`config.mk`:
```
export PLATFORM = sky130hd
export DESIGN_NAME = lpht_front_flat
export DESIGN_NICKNAME = d
export VERILOG_FILES = /design/src/rtl/core/lpht_pkg.sv /design/src/rtl/core/lpht_if.sv /design/src/rtl/core/lpht_front.sv /design/src/flat_wrapper.sv
export SDC_FILE = /design/constraint.sdc
export NUM_CORES = 1
export LEC_CHECK = 0
export BUFFER_PORTS_ARGS = -buffer_cell sky130_fd_sc_hd__buf_4
export CORE_MARGIN = 3
export CORE_UTILIZATION = 50
export DETAILED_ROUTE_END_ITERATION = 10
export PLACE_DENSITY = 0.74
export SLEW_MARGIN = 20
export SYNTH_ARGS = -nofsm -noshare
export SYNTH_HDL_FRONTEND = slang
export SYNTH_SLANG_ARGS = --single-unit
```
`constraint.sdc`:
```
create_clock -name clk -period 6.6 [get_ports clk]
set_input_delay 0.33 -clock clk [delete_from_list [all_inputs] [get_ports clk]]
set_output_delay 0.33 -clock clk [all_outputs]
set_load 0.005 [all_outputs]
```
`src/rtl/core/lpht_pkg.sv`:
```
// ----------------------------------------------------------------------------
// lpht_pkg
// Types and constants for the linear-probe hash table.
// ----------------------------------------------------------------------------
package lpht_pkg;

  localparam int unsigned FuncW   = 2;
  localparam int unsigned StatusW = 3;
  localparam int unsigned KeyW    = 32;
  localparam int unsigned ValW    = 32;
  localparam int unsigned SlotW   = 8;
  localparam int unsigned TotalW  = 9;
  localparam int unsigned LimitW  = 9;

  localparam logic [31:0] FnvBasis = 32'd2166136261;
  localparam logic [31:0] FnvMul   = 32'd16777619;
  localparam logic [LimitW-1:0] LimitReset = 9'd192;

  typedef enum logic [FuncW-1:0] {
    FUNC_FIND    = 2'd0,
    FUNC_INSERT  = 2'd1,
    FUNC_UPSERT  = 2'd2,
    FUNC_CLEAR   = 2'd3
  } func_t;

  typedef enum logic [StatusW-1:0] {
    ST_FOUND     = 3'd0,
    ST_NOT_FOUND = 3'd1,
    ST_INSERTED  = 3'd2,
    ST_REPLACED  = 3'd3,
    ST_FULL      = 3'd4,
    ST_CLEARED   = 3'd5
  } status_t;

  typedef struct packed {
    logic [FuncW-1:0] func;
    logic [KeyW-1:0]  key;
    logic [ValW-1:0]  value;
  } req_t;

  typedef struct packed {
    logic [StatusW-1:0] status;
    logic [ValW-1:0]    read_value;
    logic [SlotW-1:0]   slot_index;
    logic [TotalW-1:0]  entry_total;
  } rsp_t;

endpackage

```
`src/rtl/core/lpht_if.sv`:
```
// ----------------------------------------------------------------------------
// lpht_req_if / lpht_rsp_if
// Valid/ready channels for requests and results.
// ----------------------------------------------------------------------------
interface lpht_req_if;
  logic                     valid;
  logic                     ready;
  logic [lpht_pkg::FuncW-1:0] func;
  logic [lpht_pkg::KeyW-1:0]  key;
  logic [lpht_pkg::ValW-1:0]  value;
  modport source (output valid, func, key, value, input ready);
  modport sink   (input valid, func, key, value, output ready);
endinterface


```
`src/rtl/core/lpht_front.sv`:
```
// ----------------------------------------------------------------------------
// lpht_front
// Accepts requests, hashes the key one byte a cycle, and pushes the
// classified request with its home slot into a two-entry queue.
// ----------------------------------------------------------------------------
module lpht_front #(
  parameter int unsigned SLOTS     = 256,
  parameter int unsigned KEY_BYTES = 4,
  parameter int unsigned VAL_BYTES = 4,
  localparam int unsigned IdxW     = (SLOTS > 1) ? $clog2(SLOTS) : 1
) (
  input  logic clk,
  input  logic rst_n,
  lpht_req_if.sink in_ch,
  output logic                  q_valid,
  input  logic                  q_pop,
  output lpht_pkg::req_t        q_req,
  output logic [IdxW-1:0]       q_home
);
  import lpht_pkg::*;

  localparam int unsigned KB   = (KEY_BYTES < 8) ? KEY_BYTES : 8;
  localparam int unsigned KBW  = $clog2(KB + 1);
  localparam int unsigned KBits = (KB * 8 < KeyW) ? KB * 8 : KeyW;
  localparam int unsigned VBits = (VAL_BYTES * 8 < ValW) ? VAL_BYTES * 8 : ValW;

  typedef enum logic [1:0] {
    F_IDLE = 2'b01,
    F_HASH = 2'b10
  } fstate_t;

  fstate_t          state_r, state_nxt;
  req_t             req_r;
  logic [31:0]      hash_r, hash_nxt;
  logic [KBW-1:0]   byte_r, byte_nxt;

  // two-entry queue
  req_t             qreq_r [2];
  logic [IdxW-1:0]  qhome_r [2];
  logic             wp_r, rp_r;
  logic [1:0]       cnt_r;
  logic             push;
  logic [KeyW-1:0]  key_m;
  logic [ValW-1:0]  val_m;
  logic [63:0]      key_ext;
  logic [2:0]       byte_sel;
  logic [7:0]       cur_byte;
  logic [31:0]      hx;
  logic [31:0]      hprod;

  always_comb begin
    key_m = '0;
    key_m[KBits-1:0] = in_ch.key[KBits-1:0];
    val_m = '0;
    val_m[VBits-1:0] = in_ch.value[VBits-1:0];
  end

  // bytes above the key width hash as zero
  assign key_ext     = 64'(req_r.key);
  assign byte_sel    = 3'(byte_r);
  assign in_ch.ready = (state_r == F_IDLE);
  assign cur_byte    = key_ext[{byte_sel, 3'b000} +: 8];
  assign hx          = hash_r ^ {24'd0, cur_byte};
  assign hprod       = hx * FnvMul;
  assign push        = (state_r == F_HASH) && (byte_r == KBW'(KB)) && (cnt_r != 2'd2);

  always_comb begin
    state_nxt = state_r;
    hash_nxt  = hash_r;
    byte_nxt  = byte_r;
    unique case (state_r)
      F_IDLE: begin
        if (in_ch.valid) begin
          state_nxt = F_HASH;
          hash_nxt  = FnvBasis;
          byte_nxt  = '0;
        end
      end
      F_HASH: begin
        if (byte_r != KBW'(KB)) begin
          hash_nxt = hprod;
          byte_nxt = byte_r + 1'b1;
        end else if (push) begin
          state_nxt = F_IDLE;
        end
      end
      default: state_nxt = F_IDLE;
    endcase
  end

  always_ff @(posedge clk) begin
    if (!rst_n) begin
      state_r <= F_IDLE;
      wp_r    <= 1'b0;
      rp_r    <= 1'b0;
      cnt_r   <= '0;
    end else begin
      state_r <= state_nxt;
      if (push) wp_r <= ~wp_r;
      if (q_pop) rp_r <= ~rp_r;
      cnt_r <= cnt_r + {1'b0, push} - {1'b0, q_pop};
    end
  end

  always_ff @(posedge clk) begin
    hash_r <= hash_nxt;
    byte_r <= byte_nxt;
    if (in_ch.valid && in_ch.ready) begin
      req_r.func  <= in_ch.func;
      req_r.key   <= key_m;
      req_r.value <= val_m;
    end
    if (push) begin
      qreq_r[wp_r]  <= req_r;
      qhome_r[wp_r] <= IdxW'(hash_r % SLOTS);
    end
  end

  assign q_valid = (cnt_r != 2'd0);
  assign q_req   = qreq_r[rp_r];
  assign q_home  = qhome_r[rp_r];

endmodule

```
`src/flat_wrapper.sv`:
```
// flat-port wrapper written by rule: the top's interface ports become plain ports
module lpht_front_flat import lpht_pkg::*;
#(
  parameter int unsigned SLOTS     = 256,
  parameter int unsigned KEY_BYTES = 4,
  parameter int unsigned VAL_BYTES = 4,
  localparam int unsigned IdxW     = (SLOTS > 1) ? $clog2(SLOTS) : 1
)
  (clk, rst_n, q_valid, q_pop, q_req, q_home, in_ch_valid, in_ch_func, in_ch_key, in_ch_value, in_ch_ready);
  lpht_req_if in_ch_i ();
  input  logic clk;
  input  logic rst_n;
  output logic q_valid;
  input  logic q_pop;
  output lpht_pkg::req_t q_req;
  output logic [IdxW-1:0] q_home;
  input wire logic [$bits(in_ch_i.valid)-1:0] in_ch_valid;
  input wire logic [$bits(in_ch_i.func)-1:0] in_ch_func;
  input wire logic [$bits(in_ch_i.key)-1:0] in_ch_key;
  input wire logic [$bits(in_ch_i.value)-1:0] in_ch_value;
  output wire logic [$bits(in_ch_i.ready)-1:0] in_ch_ready;
  assign in_ch_i.valid = in_ch_valid;
  assign in_ch_i.func = in_ch_func;
  assign in_ch_i.key = in_ch_key;
  assign in_ch_i.value = in_ch_value;
  assign in_ch_ready = in_ch_i.ready;
  lpht_front #(.SLOTS(SLOTS), .KEY_BYTES(KEY_BYTES), .VAL_BYTES(VAL_BYTES)) u_core (.clk(clk), .rst_n(rst_n), .in_ch(in_ch_i), .q_valid(q_valid), .q_pop(q_pop), .q_req(q_req), .q_home(q_home));
endmodule
```
Yosys cells after proc, flatten, opt, wreduce, memory -nomap -nowiden
Memory sizes are Yosys's and may differ from the RTL's. A register that Yosys moved wholly into a read port is not among the register bits.
Index checks and enable logic that the tools add are counted.
{ "totals": {"ram_bits": 148, "register_bits": 107, "inputBits": 70, "n_memories": 2} }
{ "memory_table": {"columns": ["memory", "words", "width", "read_ports", "rd_clocked_by_memory_dff", "write_ports", "line", "rtl"], "rows": [
  ["u_core.qreq_r", 2, 66, 1, 1, 1, "lpht_front.sv:38", "req_t qreq_r [2];"],
  ["u_core.qhome_r", 2, 8, 1, 1, 1, "lpht_front.sv:39", "logic [IdxW-1:0] qhome_r [2];"]
]} }
{ "classes": {"shift": 1, "n_mux": 16, "reduce_logical": 7, "add_sub_neg": 3, "n_eq_ne": 9, "n_bitwise": 3, "mul": 1} }
{ "ops": {"columns": ["cell", "n"], "rows": [
  ["2-to-1 mux 32 bit", 2],
  ["one-hot mux 32 bit (2 select lines)", 1],
  ["variable part select 64 x 7 -> 8 bit", 1],
  ["multiplier 32 x 25 -> 32 bit (second input constant)", 1],
  ["bitwise XOR 32 x 8 -> 32 bit", 1],
  ["!= test 2 bit (second input constant)", 4],
  ["2-to-1 mux 1 bit", 6],
  ["2-to-1 mux 2 bit", 3],
  ["2-to-1 mux 3 bit", 2],
  ["one-hot mux 3 bit (2 select lines)", 1],
  ["AND reduction 3 bit", 2],
  ["one-hot mux 2 bit (2 select lines)", 1],
  ["nonzero test 2 bit", 2],
  ["adder 3 x 1 -> 3 bit (second input constant)", 1],
  ["equality test 3 bit (second input constant)", 1],
  ["logical AND 1 bit", 3],
  ["!= test 3 bit (second input constant)", 1],
  ["adder 2 x 1 -> 2 bit", 1],
  ["equality test 2 x 1 -> 1 bit (second input constant)", 1],
  ["equality test 2 bit (second input constant)", 1],
  ["!= test 2 x 1 -> 1 bit (second input constant)", 1],
  ["inverter 1 bit", 2],
  ["subtractor 2 x 1 -> 2 bit", 1]
]} }

Depth between registers and ports, before layout
Gate-level depths: netlist of run 1.
{ "depth": {"ltp_word": 6, "mapped_depth": 14, "mapped_depth_nobuf": 13} }

Worst setup path after synthesis of run 1
No wires, ideal clock.
{ "synth_timing": {"path_type": "flip-flop to flip-flop", "start": "register u_core.byte_r[0]", "end": "memory u_core.qhome_r[0][0] (netlist bit) (enable)", "t_required_ps": 6001, "path_stages_with_launch": 7, "n_path_buf": 1, "path_slack_ps": -22, "period_less_slack_ps": 6622, "setup_time_ps": 599, "arrival_time_ps": 6022, "cell_sequence": "edfxtp_1 > buf_6 > inv_1 > ha_1 > nand2_1 > a21o_1 > nor3_1"} }
{ "synth_between": {"elab_chain_len": 5} }
{ "synth_lines": {"columns": ["item", "line", "rtl"], "rows": [
  ["start, declared", "lpht_front.sv:35", "logic [KBW-1:0] byte_r, byte_nxt;"],
  ["start signal, assigned", "lpht_front.sv:107", "byte_r <= byte_nxt;"],
  ["equality test 3 bit", "lpht_front.sv:65", "assign push = (state_r == F_HASH) && (byte_r == KBW'(KB)) && (cnt_r != 2'd2);"],
  ["logical AND 1 bit (2 in series)", "lpht_front.sv:65", null],
  ["2-to-1 mux 1 bit", "lpht_front.sv:113", "if (push) begin"],
  ["2-to-1 mux 1 bit (implied by the code)", "lpht_front.sv:115", "qhome_r[wp_r] <= IdxW'(hash_r % SLOTS);"],
  ["end, declared", "lpht_front.sv:39", null]
]} }
Every way passes these cells.

Final worst setup path of run 1
{ "layout_timing": {"start": "register u_core.byte_r[0]", "end": "register u_core.hash_r[7], data pin"} }
{ "layout_between": {"elab_chain_len": 5} }
{ "layout_lines": {"columns": ["item", "line", "rtl"], "rows": [
  ["variable part select 64 x 7 -> 8 bit", "lpht_front.sv:62", "assign cur_byte = key_ext[{byte_sel, 3'b000} +: 8];"],
  ["bitwise XOR 32 x 8 -> 32 bit", "lpht_front.sv:63", "assign hx = hash_r ^ {24'd0, cur_byte};"],
  ["multiplier 32 x 25 -> 32 bit", "lpht_front.sv:64", "assign hprod = hx * FnvMul;"],
  ["2-to-1 mux 32 bit", "lpht_front.sv:80", "if (byte_r != KBW'(KB)) begin"],
  ["one-hot mux 32 bit (2 select lines)", "lpht_front.sv:71", "unique case (state_r)"],
  ["end signal, assigned", "lpht_front.sv:106", "hash_r <= hash_nxt;"],
  ["end, declared", "lpht_front.sv:34", "logic [31:0] hash_r, hash_nxt;"]
]} }
Every way passes these cells. The select of a mux whose other input is x is not followed.
A chain may end at the register's enable or synchronous reset.

==> impl_metrics.ini, run 1 <==
[run_status]
status = complete, no violations

[synthesis]
syn_inst = 431
seq_area_frac_synth_pct = 77.9
synth_common_cells = 225 x edfxtp_1, 74 x mux2_2, 24 x ha_1
async_reset_ff_share_pct = 0
synth_top_area_share_pct = 76.4
synth_ff_type = edfxtp_1
yosys.area.top_type = edfxtp_1
synth_enable_flop_cells = 225
synthDistinctLibCells = 27
synth.avg_cell_area_um2 = 20.5
synth-seq-cells = 232
ys_warn_count = 0
syn_area_mm2 = 0.00885
synthesis.nets = 526
yosysMostFrequentCell = edfxtp_1
synth_area_leaders = edfxtp_1 76%, mux2_2 9.4%, ha_1 3.4%

[power_and_ir_drop]
power_leakage_nw = 4.26
vdd.ir_drop.worst_mv = 0.248
p_int_w = 0.00268
p_comb_share_pct = 12.3
pwr-share-clk_pct = 37.3
seq_power_share_pct = 50.3
p_sw_share_pct = 21.2
p_per_area_mw_per_mm2 = 293
p_sw_w = 0.000721

[clock_tree]
numClockSinks = 232
numCtsBuffers = 24
clockBufferDepth = 3
cts_tree = yes
root_buffer = clkbuf_16
cts_hold_buf = 66
clk_pin_slew_ps = 60
cts_setup_buffers = 0
cts_htree_levels = 1
clk-insertion-delay-late_ps = 500
cts_resized = 0

[placement]
dp_hpwl_um = 9330
dpl_cell_area_mm2 = 0.0102
portBuffers = 145
gp_congestion = 0.755

[sta]
finalSetupViolCount = 0
fin_tns_setup_ps = 0
relSlewSlack_pct = 29.2
max_freq_mhz = 224
tightest_slew_ps = 1060
slew_viol_final = 0
period_needed_ps = 4470
hold_violations = 0
period_share_pct = 67.7
skew_ps = 8.96
rsz0062_at_grt = no

[worst_setup_path]
crit_required_ps = 6850
crit_top_cell = ha_1
cp_cell_sequence = mux4_1 -> nand2b_1 -> xnor2_1 -> ha_1 -> ha_1 -> ha_1 -> ha_1 -> ha_1 -> ha_1 -> a21oi_1 -> xnor3_1 -> xnor2_2 -> mux2i_1
r2r_setup_slack_ps = 2130
r2r-end = u_core.hash_r[7]$_SDFFCE_PP1P_
criticalPathCategory = register to register
crit_family = adder cells
endpoint_kind = register
cp_num_buf_inv = 0
start_kind = register
rr_worst_depth = 13
cp_max_fo = 11
critPathArrivalTime_ps = 4720
cp-startpoint = u_core.byte_r[0]$_SDFFCE_PP0P_
slowest_delay_ps = 700
rr_startpoint = u_core.byte_r[0]$_SDFFCE_PP0P_
slowest_stage = edfxtp_1

[cells_and_area]
seqCellArea_mm2 = 0.00690
syn_to_final_growth_pct = 31.3
fillers = 1130
drive_above_1_share_pct = 38.8
antenna_cells = 0
finalInstanceArea_mm2 = 0.0116
multi_input_area_mm2 = 0.00189
nNetsFinal = 754

[grt]
antenna_found_initial = 0
grt_overflow = 0
grt_pass1_wl_um = 26000
first_global_vias = 4954
grt_max_degree = 75
grt_usage_pct = 16.6

[detailed_routing]
routed_via_density = 5.02
first_iter_violations = 190
route.detailed.drc = 0
final_antenna_net_count = 0
via_count = 4521
wl_per_cell_um = 17.7
firstDrtPassIters = 4
wl_um = 15900

[floorplan]
die_x_um = 139
core_mm2 = 0.0173
io_pins = 146
die_h_um = 139
rows = 48
dieArea_mm2 = 0.0193
start_util_pct = 51.2

[hold_path]
holdCritStartpoint = rst_n
hp-class = input port to register
whs_endpoint = u_core.state_r[0]$_SDFFE_PN1P_
hold_depth = 2

[flow_run]
maxCapViolCount = 0
==> layout by cell type (no fill, tap or decap), drive strengths merged <==
cell type | Yosys | final
a21o | 3 | 3
a21oi | 2 | 2
and2 | 10 | 10
buf | 3 | 148
bufinv | 0 | 2
clkbuf | 9 | 28
clkinv | 0 | 14
dfxtp | 7 | 7
dlygate4sd3 | 0 | 66
edfxtp | 225 | 225
fa | 1 | 1
ha | 24 | 24
inv | 6 | 5
mux2 | 74 | 74
mux2i | 1 | 1
mux4 | 8 | 8
nand2 | 9 | 9
nand2b | 7 | 7
nor2 | 6 | 6
nor2b | 5 | 5
nor3 | 3 | 3
o21a | 3 | 3
or2 | 1 | 1
or2b | 1 | 1
xnor2 | 19 | 19
xnor3 | 1 | 1
xor2 | 3 | 3
==> cell families after synthesis <==
group,count (synthesis),synth area share [%]
XOR/XNOR,23,2.60
AO/OA/AOI/OAI,8,0.622
buffers and inverters,18,0.877
multiplexers,83,11.8
adder cells (fa/ha/maj),25,3.62
flip-flops,232,77.9
AND/OR/NAND/NOR,42,2.52
==> power by group through the flow <==
stage	logic (W)	clock network [W]	registers, W
global placement	0.000372	0	0.00174
floorplan	0.000281	0	0.00171
global route	0.000465	0.00137	0.00172
CTS	0.000424	0.00130	0.00171
finish	0.000419	0.00127	0.00171
detailed placement	0.000382	0	0.00174
==> per-stage QoR <==
| step | setup slack [ps] | std cells | total power, W | hold WS, ps | utilization (%) |
|---|---|---|---|---|---|
| final | 2130 | 901 | 0.00340 | 36.2 | 67.2 |
| after global routing | 1910 | 901 | 0.00356 | 17.6 | 67.2 |
| after CTS | 2100 | 901 | 0.00344 | 9.06 | 67.2 |
| after detailed placement | 2150 | 792 | 0.00213 | 429 | 59.0 |
| after global placement | 2250 | 792 | 0.00211 | 422 | 59.0 |
| after floorplan | 2280 | 431 | 0.00199 | 392 | - |
==> how the worst max path moves through the flow <==
stage	end	slack, ps	cells past startpoint
2_1_floorplan	u_core.qhome_r[0][0]$_DFFE_PP_	2280	6
3_3_place_gp	u_core.hash_r[7]$_SDFFCE_PP1P_	2250	13
3_5_place_dp	u_core.hash_r[7]$_SDFFCE_PP1P_	2150	13
4_1_cts	u_core.hash_r[7]$_SDFFCE_PP1P_	2100	13
5_1_grt	u_core.hash_r[7]$_SDFFCE_PP1P_	1910	13
6_report	u_core.hash_r[7]$_SDFFCE_PP1P_	2130	13
==> routing by layer <==
layer  GRT usage [%]  wire length, um  vias up
li1                -                -     2125
met1            21.6             6680     2236
met2            28.7             8010      134
met3            3.69              907       26
met4            4.33              324        0
met5               0                0        -
==> state kept, by name, indices dropped and copies added (netlist names), named ones only <==
name / count
u_core.wp_r: 1
u_core.cnt_r: 2
u_core.qhome_r: 16
u_core.hash_r: 8
u_core.key_ext: 32
u_core.qreq_r: 132
u_core.byte_r: 3
u_core.req_r: 34
u_core.state_r: 2
u_core.rp_r: 1
==> layout make-up <==
cell class              count  area share [%]
flip-flops and latches    232            59.4
multi-input cells         181            16.3
repair buffers            214            15.3
clock buffers              28            5.48
well taps                 225            2.42
clock inverters            15           0.980
inverters                   6           0.205
No activity file was read; power rests on OpenSTA's default activity.
==> run 2: changes to the inputs <==
==> constraint.sdc (replaced) <==
create_clock -name clk -period 4.1 [get_ports clk]
set_input_delay 0.205 -clock clk [delete_from_list [all_inputs] [get_ports clk]]
set_output_delay 0.205 -clock clk [all_outputs]
set_load 0.005 [all_outputs]
==> impl_metrics.ini, run 2 (synthesis results as in run 1) <==
[floorplan]
die_h_um = 139
die_x_um = 139
dieArea_mm2 = 0.0193
core_mm2 = 0.0173
start_util_pct = 51.2
io_pins = 146
rows = 48

[placement]
dp_hpwl_um = 10000
pre_cts_ws_ps = -107
gp_congestion = 0.801
portBuffers = 145

[cells_and_area]
mostFrequentLayoutCells = 225 x edfxtp_1, 157 x buf_4, 74 x mux2_2
drive_above_1_share_pct = 41.2
regMostFlops = u_core.qreq_r
syn_to_final_growth_pct = 33.3
nNetsFinal = 764
layout_commonest_cell = edfxtp_1
antenna_cells = 0
largest_register_ffs = 132

[worst_setup_path]
critPathArrivalTime_ps = 4150
r2r-end = u_core.hash_r[7]$_SDFFCE_PP1P_
criticalPathCategory = register to register
endpoint_kind = register
rr_worst_depth = 14
cp_max_fo = 4
r2r_setup_slack_ps = 220
crit_required_ps = 4370
start_kind = register
rr_startpoint = u_core.byte_r[0]$_SDFFCE_PP0P_

[detailed_routing]
route.detailed.drc = 0
wl_um = 16100
via_count = 4569
routed_via_density = 5.01
wl_per_cell_um = 17.7
final_antenna_net_count = 0
first_iter_violations = 154
firstDrtPassIters = 4

[sta]
skew_ps = 23.3
relSlewSlack_pct = 30.2
rsz0062_at_grt = no
tightest_slew_ps = 1050
period_needed_ps = 3880
finalSetupViolCount = 0
hold_violations = 0
slew_viol_final = 0
hold_slack_ps = 41.1
period_share_pct = 94.7
fin_ws_ps = 218
fin_tns_setup_ps = 0
max_freq_mhz = 258

[power_and_ir_drop]
vdd.ir_drop.worst_mv = 0.403
p_total_w = 0.00569
pwr-share-clk_pct = 38.7
seq_power_share_pct = 48.4
power_leakage_nw = 4.35
p_int_w = 0.00446
p_sw_w = 0.00123
p_comb_share_pct = 12.9
p_per_area_mw_per_mm2 = 482
p_sw_share_pct = 21.6

[clock_tree]
cts_htree_levels = 1
numCtsBuffers = 24
root_buffer = clkbuf_16
numClockSinks = 232
clk_pin_slew_ps = 70
clockBufferDepth = 3
clk-insertion-delay-late_ps = 510
cts_tree = yes

[hold_path]
hp-class = input port to register
hold_depth = 3
holdCritStartpoint = q_pop

[flow_run]
maxCapViolCount = 0

[grt]
first_global_vias = 4929
antenna_found_initial = 0
grt_max_degree = 75
grt_overflow = 0
grt_usage_pct = 16.4
grt_pass1_wl_um = 25600

[run_status]
status = complete, no violations
[run 2: power by group through the flow]
stage          registers, W  clock network (W)  logic [W]
5_1_grt             0.00276            0.00235   0.000798
4_1_cts             0.00275            0.00226   0.000700
3_3_place_gp        0.00280                  0   0.000613
3_5_place_dp        0.00281                  0   0.000639
6_report            0.00275            0.00220   0.000733
2_1_floorplan       0.00275                  0   0.000453
[run 2: how the worst max path moves through the flow]
stage,startpoint,endpoint,cells past startpoint
4_1_cts,u_core.byte_r[0]$_SDFFCE_PP0P_,u_core.hash_r[7]$_SDFFCE_PP1P_,14
3_3_place_gp,u_core.byte_r[0]$_SDFFCE_PP0P_,u_core.hash_r[7]$_SDFFCE_PP1P_,14
6_report,u_core.byte_r[0]$_SDFFCE_PP0P_,u_core.hash_r[7]$_SDFFCE_PP1P_,14
3_5_place_dp,u_core.byte_r[0]$_SDFFCE_PP0P_,u_core.hash_r[7]$_SDFFCE_PP1P_,14
2_1_floorplan,u_core.byte_r[0]$_SDFFCE_PP0P_,u_core.hash_r[7]$_SDFFCE_PP1P_,14
5_1_grt,u_core.byte_r[0]$_SDFFCE_PP0P_,u_core.hash_r[7]$_SDFFCE_PP1P_,14
[run 2: repair_timing]
item / 4_1_cts / 5_1_grt
endpoints found under the setup margin: 1 / 1
endpoints found under the hold margin: 73 / 0
pin swaps: 2 / 1
hold buffers: 67 / 0
resized for setup: 0 / 7
gates cloned: 0 / 0
buffers inserted: 2 / 0
[run 2: final cells by class]
cell class / count / area (um^2)
Inverter: 6 / 22.5
Fill cell: 1143 / 5500
Multi-Input combinational cell: 181 / 1930
Timing Repair Buffer: 224 / 1850
Clock buffer: 28 / 616
Clock inverter: 16 / 201
Tap cell: 225 / 282
Sequential cell: 232 / 6900
[run 2: metal layers]
| layer | GRT usage [%] | wire length, um | up-vias |
|---|---|---|---|
| met2 | 29.2 | 8390 | 133 |
| met5 | 0 | 0 | - |
| li1 | - | - | 2149 |
| met4 | 3.19 | 239 | 0 |
| met3 | 3.62 | 923 | 24 |
| met1 | 20.8 | 6590 | 2263 |
[run 2: worst max-delay path, stage by stage (launching register included)]
cell and delay, ps:
edfxtp_1 380, buf_4 150, mux4_1 540, nand2b_1 130, xnor2_2 90, ha_2 190, ha_1 290, ha_1 300
ha_1 290, ha_1 220, xnor2_1 140, xnor2_1 250, xnor3_1 400, xnor2_2 160, mux2i_1 110
[run 2: through the flow]
stage / utilization, % / cells / cell area (um^2)
after CTS: 68.0 / 912 / 11800
after floorplan: - / 431 / 8860
after detailed placement: 59.3 / 799 / 10300
final: 68.2 / 912 / 11800
after global routing: 68.2 / 912 / 11800
after global placement: 59.3 / 799 / 10300
